**src/rtl/core/itr_pkg.sv**
```systemverilog
// Shared constants and the digit coding function for the radix text converter.
`timescale 1ns / 1ps
`default_nettype none

package itr_pkg;

  // Default sizing of the converter.
  localparam int unsigned VALUE_BITS_DEF    = 32;
  localparam int unsigned MAX_PAD_WIDTH_DEF = 16;

  // Field widths.
  localparam int unsigned DIGIT_W = 6;   // radix and one digit value
  localparam int unsigned CHAR_W  = 8;   // one ASCII character
  localparam int unsigned WIDTH_W = 5;   // requested minimum width

  // Quotient bits retired by the divider per clock.
  localparam int unsigned DIV_STEP_BITS = 4;

  // Radix limits.
  localparam logic [DIGIT_W-1:0] RADIX_MIN = DIGIT_W'(2);
  localparam logic [DIGIT_W-1:0] RADIX_MAX = DIGIT_W'(36);

  // Character codes.
  localparam logic [CHAR_W-1:0] CHAR_ZERO  = 8'h30;
  localparam logic [CHAR_W-1:0] CHAR_SPACE = 8'h20;
  localparam logic [CHAR_W-1:0] CHAR_MINUS = 8'h2D;
  localparam logic [CHAR_W-1:0] LETTER_GAP = 8'd7;
  localparam logic [CHAR_W-1:0] DEC_DIGITS = 8'd10;

  // Map a digit value 0..35 onto '0'-'9', 'A'-'Z'.
  function automatic logic [CHAR_W-1:0] digit_code(input logic [DIGIT_W-1:0] d);
    logic [CHAR_W-1:0] c;
    c = CHAR_W'(d);
    if (c >= DEC_DIGITS) begin
      c = c + LETTER_GAP;
    end
    return c + CHAR_ZERO;
  endfunction

endpackage

`default_nettype wire

```
**src/rtl/core/integer_to_text_radix.sv**
```systemverilog
// Top level of the integer to radix text converter: sequencer, digit buffer, output register.
//
// Usage: present value_i, radix_i (2..36, saturated outside), signed_mode_i, width_i
// (minimum text length, saturated to MAX_PAD_WIDTH) and zero_pad_i with in_valid_i; the
// item is taken at an edge where in_valid_i is high and in_stall_o is low. The text comes
// out one ASCII character per item on character_o, most significant first, last_o high on
// the final one, handshaken by out_valid_o / out_stall_i. Padding stands before a sign.
// Timing: one item at a time. For each digit the shared divider retires four quotient
// bits a clock, then the digit is written into the buffer. The sign and the pad
// characters follow; each output character is read from the buffer, then loaded into
// the output register. in_stall_o is high from acceptance until the last character is
// loaded; the last character may still wait in the output register while the next
// item is accepted.
// A stall on the output holds the character and freezes the read-out.
// Reset clears the sequencer and the output valid; the buffer needs no clearing.
`timescale 1ns / 1ps
`default_nettype none

module integer_to_text_radix #(
  parameter int unsigned VALUE_BITS    = itr_pkg::VALUE_BITS_DEF,
  parameter int unsigned MAX_PAD_WIDTH = itr_pkg::MAX_PAD_WIDTH_DEF
) (
  input  wire logic                         clk_i,
  input  wire logic                         rst_ni,
  // input item channel
  input  wire logic                         in_valid_i,
  output logic                              in_stall_o,
  input  wire logic [VALUE_BITS-1:0]        value_i,
  input  wire logic [itr_pkg::DIGIT_W-1:0]  radix_i,
  input  wire logic                         signed_mode_i,
  input  wire logic [itr_pkg::WIDTH_W-1:0]  width_i,
  input  wire logic                         zero_pad_i,
  // output item channel
  output logic                              out_valid_o,
  input  wire logic                         out_stall_i,
  output logic      [itr_pkg::CHAR_W-1:0]   character_o,
  output logic                              last_o
);

  import itr_pkg::*;

  // The buffer holds every digit plus a sign, or the widest padded text.
  localparam int unsigned BUF_SLOTS = (VALUE_BITS + 1 > MAX_PAD_WIDTH) ?
                                      VALUE_BITS + 1 : MAX_PAD_WIDTH;
  localparam int unsigned ADDR_W    = $clog2(BUF_SLOTS);
  localparam int unsigned CNT_W     = $clog2(BUF_SLOTS + 1);

  typedef enum logic [5:0] {
    ST_IDLE = 6'b000001,
    ST_DIV  = 6'b000010,
    ST_SIGN = 6'b000100,
    ST_PAD  = 6'b001000,
    ST_READ = 6'b010000,
    ST_LOAD = 6'b100000
  } state_e;

  state_e             state_q, state_d;
  logic [CNT_W-1:0]   cnt_q, cnt_d;
  logic [CNT_W-1:0]   wid_q, wid_d;
  logic               neg_q, neg_d;
  logic [CHAR_W-1:0]  pad_q, pad_d;
  logic [DIGIT_W-1:0] radix_q, radix_d;

  logic               out_valid_q, out_valid_d;
  logic [CHAR_W-1:0]  out_char_q;
  logic               out_last_q;
  logic               out_load;
  logic               out_free;

  logic               in_accept;
  logic [DIGIT_W-1:0] rdx_sat;
  logic [CNT_W-1:0]   wid_sat;
  logic               in_neg;
  logic [VALUE_BITS-1:0] in_mag;
  logic [CNT_W-1:0]   cnt_dec;

  // divider hookup
  logic                  div_start;
  logic [VALUE_BITS-1:0] div_dividend;
  logic [DIGIT_W-1:0]    div_divisor;
  logic                  div_done;
  logic [VALUE_BITS-1:0] div_quot;
  logic [DIGIT_W-1:0]    div_rem;

  // buffer hookup
  logic              ram_we;
  logic [CHAR_W-1:0] ram_wdata;
  logic              ram_re;
  logic [CHAR_W-1:0] ram_rdata;

  assign in_stall_o = (state_q != ST_IDLE);
  assign in_accept  = in_valid_i && !in_stall_o;
  assign out_free   = !out_valid_q || !out_stall_i;
  assign cnt_dec    = cnt_q - CNT_W'(1);

  // Saturate the radix and width, fold a negative value into its magnitude.
  always_comb begin
    if (radix_i < RADIX_MIN) begin
      rdx_sat = RADIX_MIN;
    end else if (radix_i > RADIX_MAX) begin
      rdx_sat = RADIX_MAX;
    end else begin
      rdx_sat = radix_i;
    end
    if (32'(width_i) > 32'(MAX_PAD_WIDTH)) begin
      wid_sat = CNT_W'(MAX_PAD_WIDTH);
    end else begin
      wid_sat = CNT_W'(width_i);
    end
    in_neg = signed_mode_i && value_i[VALUE_BITS-1];
    in_mag = in_neg ? (~value_i + VALUE_BITS'(1)) : value_i;
  end

  // Sequencer: digits least significant first into the buffer, then sign and
  // padding, then read back from the top slot down.
  always_comb begin
    state_d      = state_q;
    cnt_d        = cnt_q;
    wid_d        = wid_q;
    neg_d        = neg_q;
    pad_d        = pad_q;
    radix_d      = radix_q;
    div_start    = 1'b0;
    div_dividend = div_quot;
    div_divisor  = radix_q;
    ram_we       = 1'b0;
    ram_wdata    = pad_q;
    ram_re       = 1'b0;
    out_load     = 1'b0;

    unique case (state_q)
      ST_IDLE: begin
        div_dividend = in_mag;
        div_divisor  = rdx_sat;
        if (in_accept) begin
          radix_d   = rdx_sat;
          wid_d     = wid_sat;
          neg_d     = in_neg;
          pad_d     = zero_pad_i ? CHAR_ZERO : CHAR_SPACE;
          cnt_d     = '0;
          div_start = 1'b1;
          state_d   = ST_DIV;
        end
      end
      ST_DIV: begin
        ram_wdata = digit_code(div_rem);
        if (div_done) begin
          ram_we = 1'b1;
          cnt_d  = cnt_q + CNT_W'(1);
          if (div_quot != '0) begin
            div_start = 1'b1;
          end else if (neg_q) begin
            state_d = ST_SIGN;
          end else begin
            state_d = ST_PAD;
          end
        end
      end
      ST_SIGN: begin
        ram_we    = 1'b1;
        ram_wdata = CHAR_MINUS;
        cnt_d     = cnt_q + CNT_W'(1);
        state_d   = ST_PAD;
      end
      ST_PAD: begin
        if (cnt_q < wid_q) begin
          ram_we = 1'b1;
          cnt_d  = cnt_q + CNT_W'(1);
        end else begin
          state_d = ST_READ;
        end
      end
      ST_READ: begin
        ram_re  = 1'b1;
        cnt_d   = cnt_dec;
        state_d = ST_LOAD;
      end
      ST_LOAD: begin
        // hold the read data until the output register frees up
        if (out_free) begin
          out_load = 1'b1;
          state_d  = (cnt_q == '0) ? ST_IDLE : ST_READ;
        end
      end
      default: begin
        state_d = ST_IDLE;
      end
    endcase
  end

  always_comb begin
    out_valid_d = out_valid_q;
    if (out_load) begin
      out_valid_d = 1'b1;
    end else if (out_valid_q && !out_stall_i) begin
      out_valid_d = 1'b0;
    end
  end

  always_ff @(posedge clk_i or negedge rst_ni) begin
    if (!rst_ni) begin
      state_q     <= ST_IDLE;
      cnt_q       <= '0;
      out_valid_q <= 1'b0;
    end else begin
      state_q     <= state_d;
      cnt_q       <= cnt_d;
      out_valid_q <= out_valid_d;
    end
  end

  always_ff @(posedge clk_i) begin
    wid_q   <= wid_d;
    neg_q   <= neg_d;
    pad_q   <= pad_d;
    radix_q <= radix_d;
    if (out_load) begin
      out_char_q <= ram_rdata;
      out_last_q <= (cnt_q == '0);
    end
  end

  itr_div #(
    .VALUE_BITS (VALUE_BITS)
  ) u_div (
    .clk_i       (clk_i),
    .rst_ni      (rst_ni),
    .start_i     (div_start),
    .dividend_i  (div_dividend),
    .divisor_i   (div_divisor),
    .done_o      (div_done),
    .quotient_o  (div_quot),
    .remainder_o (div_rem)
  );

  itr_ram #(
    .WIDTH (CHAR_W),
    .DEPTH (BUF_SLOTS)
  ) u_buf (
    .clk_i   (clk_i),
    .we_i    (ram_we),
    .waddr_i (cnt_q[ADDR_W-1:0]),
    .wdata_i (ram_wdata),
    .re_i    (ram_re),
    .raddr_i (cnt_dec[ADDR_W-1:0]),
    .rdata_o (ram_rdata)
  );

  assign out_valid_o = out_valid_q;
  assign character_o = out_char_q;
  assign last_o      = out_last_q;

  // The divider finishes only while the sequencer collects digits.
  a_div_done_in_div: assert property (@(posedge clk_i) disable iff (!rst_ni)
    div_done |-> (state_q == ST_DIV))
    else $error("divider finished outside the digit phase");

  // Buffer writes stay inside the buffer.
  a_buf_bound: assert property (@(posedge clk_i) disable iff (!rst_ni)
    ram_we |-> (cnt_q < CNT_W'(BUF_SLOTS)))
    else $error("digit buffer write out of range");

  // An accepted item blocks the input on the next cycle.
  a_busy_after_accept: assert property (@(posedge clk_i) disable iff (!rst_ni)
    in_accept |=> in_stall_o)
    else $error("input not stalled after acceptance");

  // Loading the bottom slot flags the last character and frees the block.
  a_last_char: assert property (@(posedge clk_i) disable iff (!rst_ni)
    (out_load && (cnt_q == '0)) |=> (out_valid_o && last_o && !in_stall_o))
    else $error("final character not flagged");

endmodule

`default_nettype wire

```
**src/rtl/core/itr_ram.sv**
```systemverilog
// Generic single write port, single read port RAM with registered read data.
`timescale 1ns / 1ps
`default_nettype none

module itr_ram #(
  parameter int unsigned WIDTH = 8,
  parameter int unsigned DEPTH = 33
) (
  input  wire logic                     clk_i,
  input  wire logic                     we_i,
  input  wire logic [$clog2(DEPTH)-1:0] waddr_i,
  input  wire logic [WIDTH-1:0]         wdata_i,
  input  wire logic                     re_i,
  input  wire logic [$clog2(DEPTH)-1:0] raddr_i,
  output logic      [WIDTH-1:0]         rdata_o
);

  logic [WIDTH-1:0] mem_q [DEPTH];
  logic [WIDTH-1:0] rdata_q;

  always_ff @(posedge clk_i) begin
    if (we_i) begin
      mem_q[waddr_i] <= wdata_i;
    end
    if (re_i) begin
      rdata_q <= mem_q[raddr_i];
    end
  end

  assign rdata_o = rdata_q;

endmodule

`default_nettype wire

```
**src/rtl/core/itr_div.sv**
```systemverilog
// Iterative radix divider: retires a few quotient bits per clock, narrow remainder.
`timescale 1ns / 1ps
`default_nettype none

module itr_div #(
  parameter int unsigned VALUE_BITS = itr_pkg::VALUE_BITS_DEF
) (
  input  wire logic                         clk_i,
  input  wire logic                         rst_ni,
  input  wire logic                         start_i,
  input  wire logic [VALUE_BITS-1:0]        dividend_i,
  input  wire logic [itr_pkg::DIGIT_W-1:0]  divisor_i,
  output logic                              done_o,
  output logic      [VALUE_BITS-1:0]        quotient_o,
  output logic      [itr_pkg::DIGIT_W-1:0]  remainder_o
);

  import itr_pkg::*;

  localparam int unsigned STEPS = (VALUE_BITS + DIV_STEP_BITS - 1) / DIV_STEP_BITS;
  localparam int unsigned DIV_W = STEPS * DIV_STEP_BITS;
  localparam int unsigned SC_W  = (STEPS > 1) ? $clog2(STEPS) : 1;

  logic              busy_q;
  logic              done_q;
  logic [SC_W-1:0]   step_q;
  logic [DIGIT_W-1:0] rem_q, rem_d;
  logic [DIGIT_W-1:0] dvs_q;
  logic [DIV_W-1:0]  sh_q, sh_d;

  // Restoring division, DIV_STEP_BITS bits per clock.
  always_comb begin
    logic [DIGIT_W:0] r;
    logic [DIV_W-1:0] s;
    r = {1'b0, rem_q};
    s = sh_q;
    for (int i = 0; i < int'(DIV_STEP_BITS); i++) begin
      r = {r[DIGIT_W-1:0], s[DIV_W-1]};
      s = {s[DIV_W-2:0], 1'b0};
      if (r >= {1'b0, dvs_q}) begin
        r    = r - {1'b0, dvs_q};
        s[0] = 1'b1;
      end
    end
    rem_d = r[DIGIT_W-1:0];
    sh_d  = s;
  end

  always_ff @(posedge clk_i or negedge rst_ni) begin
    if (!rst_ni) begin
      busy_q <= 1'b0;
      done_q <= 1'b0;
      step_q <= '0;
    end else if (start_i) begin
      busy_q <= 1'b1;
      done_q <= 1'b0;
      step_q <= SC_W'(STEPS - 1);
    end else if (busy_q) begin
      step_q <= step_q - SC_W'(1);
      if (step_q == '0) begin
        busy_q <= 1'b0;
        done_q <= 1'b1;
      end
    end else begin
      done_q <= 1'b0;
    end
  end

  always_ff @(posedge clk_i) begin
    if (start_i) begin
      sh_q  <= DIV_W'(dividend_i);
      rem_q <= '0;
      dvs_q <= divisor_i;
    end else if (busy_q) begin
      sh_q  <= sh_d;
      rem_q <= rem_d;
    end
  end

  assign done_o      = done_q;
  assign quotient_o  = sh_q[VALUE_BITS-1:0];
  assign remainder_o = rem_q;

endmodule

`default_nettype wire

```
**config.mk**
```make
export PLATFORM = sky130hd
export DESIGN_NAME = integer_to_text_radix
export DESIGN_NICKNAME = d
export VERILOG_FILES = /design/src/rtl/core/itr_pkg.sv /design/src/rtl/core/integer_to_text_radix.sv /design/src/rtl/core/itr_ram.sv /design/src/rtl/core/itr_div.sv
export SDC_FILE = /design/constraint.sdc
export NUM_CORES = 1
export LEC_CHECK = 0
export BUFFER_PORTS_ARGS = -buffer_cell sky130_fd_sc_hd__buf_2
export CAP_MARGIN = 20
export CORE_UTILIZATION = 65
export CTS_CLUSTER_SIZE = 24
export DETAILED_ROUTE_END_ITERATION = 16
export PLACE_DENSITY = 0.83
export SLEW_MARGIN = 15
export SYNTH_ARGS = -nofsm -noshare
export SYNTH_HDL_FRONTEND = slang
export SYNTH_SLANG_ARGS = --single-unit
```
**constraint.sdc**
```tcl
create_clock -name clk_i -period 10.95 [get_ports clk_i]
set_input_delay 2.19 -clock clk_i [delete_from_list [all_inputs] [get_ports clk_i]]
set_output_delay 2.19 -clock clk_i [all_outputs]
set_load 0.005 [all_outputs]
```
==> results.toml <==
[status]
status = "completed"

[cts]
postCtsSetupRepairBufs = 0
cts.clk_slew.worst_paths_ns = 0.06
htree_levels = 2
cts_resized = 0
insertion_delay_ns = 0.54
cts_tree = "built"
clock_path_buffers = 3
cts_made_buffers = 36
clock-sinks = 356
holdBufCountCts = 0
cts-root-buf = "clkbuf_16"

[sta]
finalClockSkew_ns = 0.0164
fmaxAchievable_mhz = 124
setup-tns-final_ns = 0
maxSlewViolCount = 0
slew_headroom_pct = 25.1
hold_violations = 0
min_period_ns = 8.10
rsz0062_at_grt = "no"
setup_viol = 0
worstMarginPinSlew_ns = 1.12
timing.final.crit_share_pct = 73.9

[setup_path]
path_common_cell = "ha_1"
crit_path_start_kind = "register"
max_stage_delay_ns = 0.52
critical_path_required_ns = 11.38
worstRegToRegCells = 32
worst-path-buf-inv = 3
cpMaxStageDelayCell = "a2111o_1"
cp_top_family = "compound AO/OA/AOI/OAI gates"
path_depth = 32
regToRegEndpoint = "u_div.remainder_o[2]$_SDFFE_PP0P_"
cp.arrival_ns = 8.53
crit_end = "u_div.remainder_o[2]$_SDFFE_PP0P_"
r2r-start = "u_div.dvs_q[1]$_DFFE_PP_"
crit_path_end_kind = "register"
crit_path_start = "u_div.dvs_q[1]$_DFFE_PP_"
r2r_slack_ns = 2.85
worstSetupPathType = "register to register"
path_max_fanout = 9

[grt]
grt_antenna_before_repair = 1
grt_pass1_wl_um = 56700
grtUsageMet1_pct = 40.3
grt_remaining_overflow = 0
grtUsageMet2_pct = 48.7
grt_usage_pct = 29.6
grt_max_degree = 66
grt-busiest-layer = "met2"
grt_pass1_vias = 9872
use_met3_pct = 5.43

[final_layout]
postLayoutCellArea_sq_um = 18200
fillers = 1403
multiInputGateArea_sq_um = 5500
nets = 1221
final_layout_size_suffix_gt1_share_pct = 22.2
area_growth_pct = 11.6
fin_cells = 1484
n_antenna_cell = 0
regArea_sq_um = 10500

[synth]
avgSynthCellArea_sq_um = 15.3
yosys_most_used_dff = "edfxtp_1"
yosys.area.top_type = "edfxtp_1"
synth_cells = 1062
seq_area_frac_synth_pct = 64.7
ys_ff_latch = 356
syn-cell-area_sq_um = 16300
synthTopCellsByArea = "edfxtp_1 61%, mux4_2 11%, ha_1 2.8%"
synth_edf_count = 332
async_flop_share_pct = 5.06
syn_nets = 1151
synth_warnings = 0
yosysMostFrequentCell = "edfxtp_1"
synth_commonest_cells = "332 x edfxtp_1, 84 x nor2_1, 80 x mux4_2"
synth.distinct_cells = 66
synth_top_area_share_pct = 61.2

[die]
ios = 60
std_cell_rows = 57
fp.dieArea_sq_um = 25700
die_x_um = 160
fp.dieH_um = 160
start_util_pct = 66.6
core_sq_um = 24500

[placed_design]
postPlaceCellArea_sq_um = 17000
io_buffer_count = 59
place_congestion = 0.877
dp_hpwl_um = 23200
dp_cells = 1416

[routing]
dr.pass1.iters = 7
postRouteAntennaNets = 0
vias_per_cell = 6.59
wl_per_cell_um = 24.8
vias = 9779
drcViolationCount = 0
drt-total-wl_um = 36800
drt_iter0_drc = 1119

[flow_run]
drv_cap = 0

[min_path]
worstHoldPathType = "register to register"
==> sequential cells by signal, indices dropped and copies added, names as in the netlist, 3 cells and up <==
name               flops
character_o            8
cnt_q                  6
radix_q                6
state_q                6
u_buf.mem_q          264
u_buf.rdata_o          8
u_div.dvs_q            6
u_div.quotient_o      32
u_div.remainder_o      6
u_div.step_q           3
wid_q                  5
==> how the worst min path moves through the flow <==
stage | slack, ns | startpoint | endpoint | cells after the start
after CTS | 0.43 | u_buf.rdata_o[6]$_DFFE_PP_ | character_o[6]$_DFFE_PP_ | 0
after global placement | 0.40 | u_buf.rdata_o[6]$_DFFE_PP_ | character_o[6]$_DFFE_PP_ | 0
final | 0.43 | u_buf.rdata_o[6]$_DFFE_PP_ | character_o[6]$_DFFE_PP_ | 0
after global routing | 0.43 | u_buf.rdata_o[1]$_DFFE_PP_ | character_o[1]$_DFFE_PP_ | 0
after detailed placement | 0.41 | u_buf.rdata_o[2]$_DFFE_PP_ | character_o[2]$_DFFE_PP_ | 0
after floorplan | 0.40 | u_buf.rdata_o[0]$_DFFE_PP_ | character_o[0]$_DFFE_PP_ | 0
==> per-stage QoR <==
stage	utilization, %	worst slack (ns)	hold slack, ns
3_3_place_gp	69.4	3.08	0.402
3_5_place_dp	69.4	2.87	0.406
5_1_grt	74.3	2.14	0.431
4_1_cts	74.1	2.84	0.426
6_report	74.3	2.85	0.426
2_1_floorplan	-	3.81	0.400
==> metal layers <==
metal  up-vias  routed length [um]  part of all wire, %
met3        97                3590                  9.8
met1      4780               14000                   38
met4         0                1320                  3.6
li1       4259                   -                    -
met5         -                   0                    0
met2       643               17900                   49
==> final cells by class <==
cell class	count	share of cell area [%]
inverter	41	0.847
sequential	356	58.0
timing repair buffer	72	2.19
clock buffer	47	5.40
multi-input combinational	625	30.3
clock inverter	19	1.01
tap	324	2.23
==> logic make-up after synthesis <==
group | share of synthesized area, %
DFF | 64.7
and+or+nand+nor | 7.98
AOI/OAI and AO/OA | 6.07
muxes | 13.4
buffers and inverters | 1.89
xor gates and xnor gates | 2.64
adders and majority gates | 3.32
==> cell usage in the layout (no fill, tap or decap), types with 7 or more instances in the layout <==
master     count
a21o_1         7
inv_1         41
nor3_1        13
buf_4         11
edfxtp_1     332
a21oi_1       34
xnor2_1       28
xor2_1        18
nand2_1       76
mux2i_1       17
clkinv_1       7
nor2_1        83
nand2b_1       8
o31ai_1        7
buf_2         60
clkbuf_16     36
mux4_2        80
mux2_2        16
nor2b_1       13
o21ai_0       58
nand3_1       13
ha_1          35
nor4_1        17
dfrtp_1       16
clkbuf_1       7
==> worst register-to-register path: cells and delay by family, from the launching register on <==
| family | cells | cell delay, ns |
|---|---|---|
| AO/OA/AOI/OAI | 14 | 3.36 |
| adder cells (fa/ha/maj) | 4 | 1.06 |
| buffers and inverters | 3 | 0.42 |
| flip-flops | 1 | 0.45 |
| multiplexers | 4 | 1.51 |
| AND/OR/NAND/NOR | 7 | 1.21 |
Power is not shown: default switching activity piles up to over one toggle a cycle in this logic, so the estimate is an artifact.
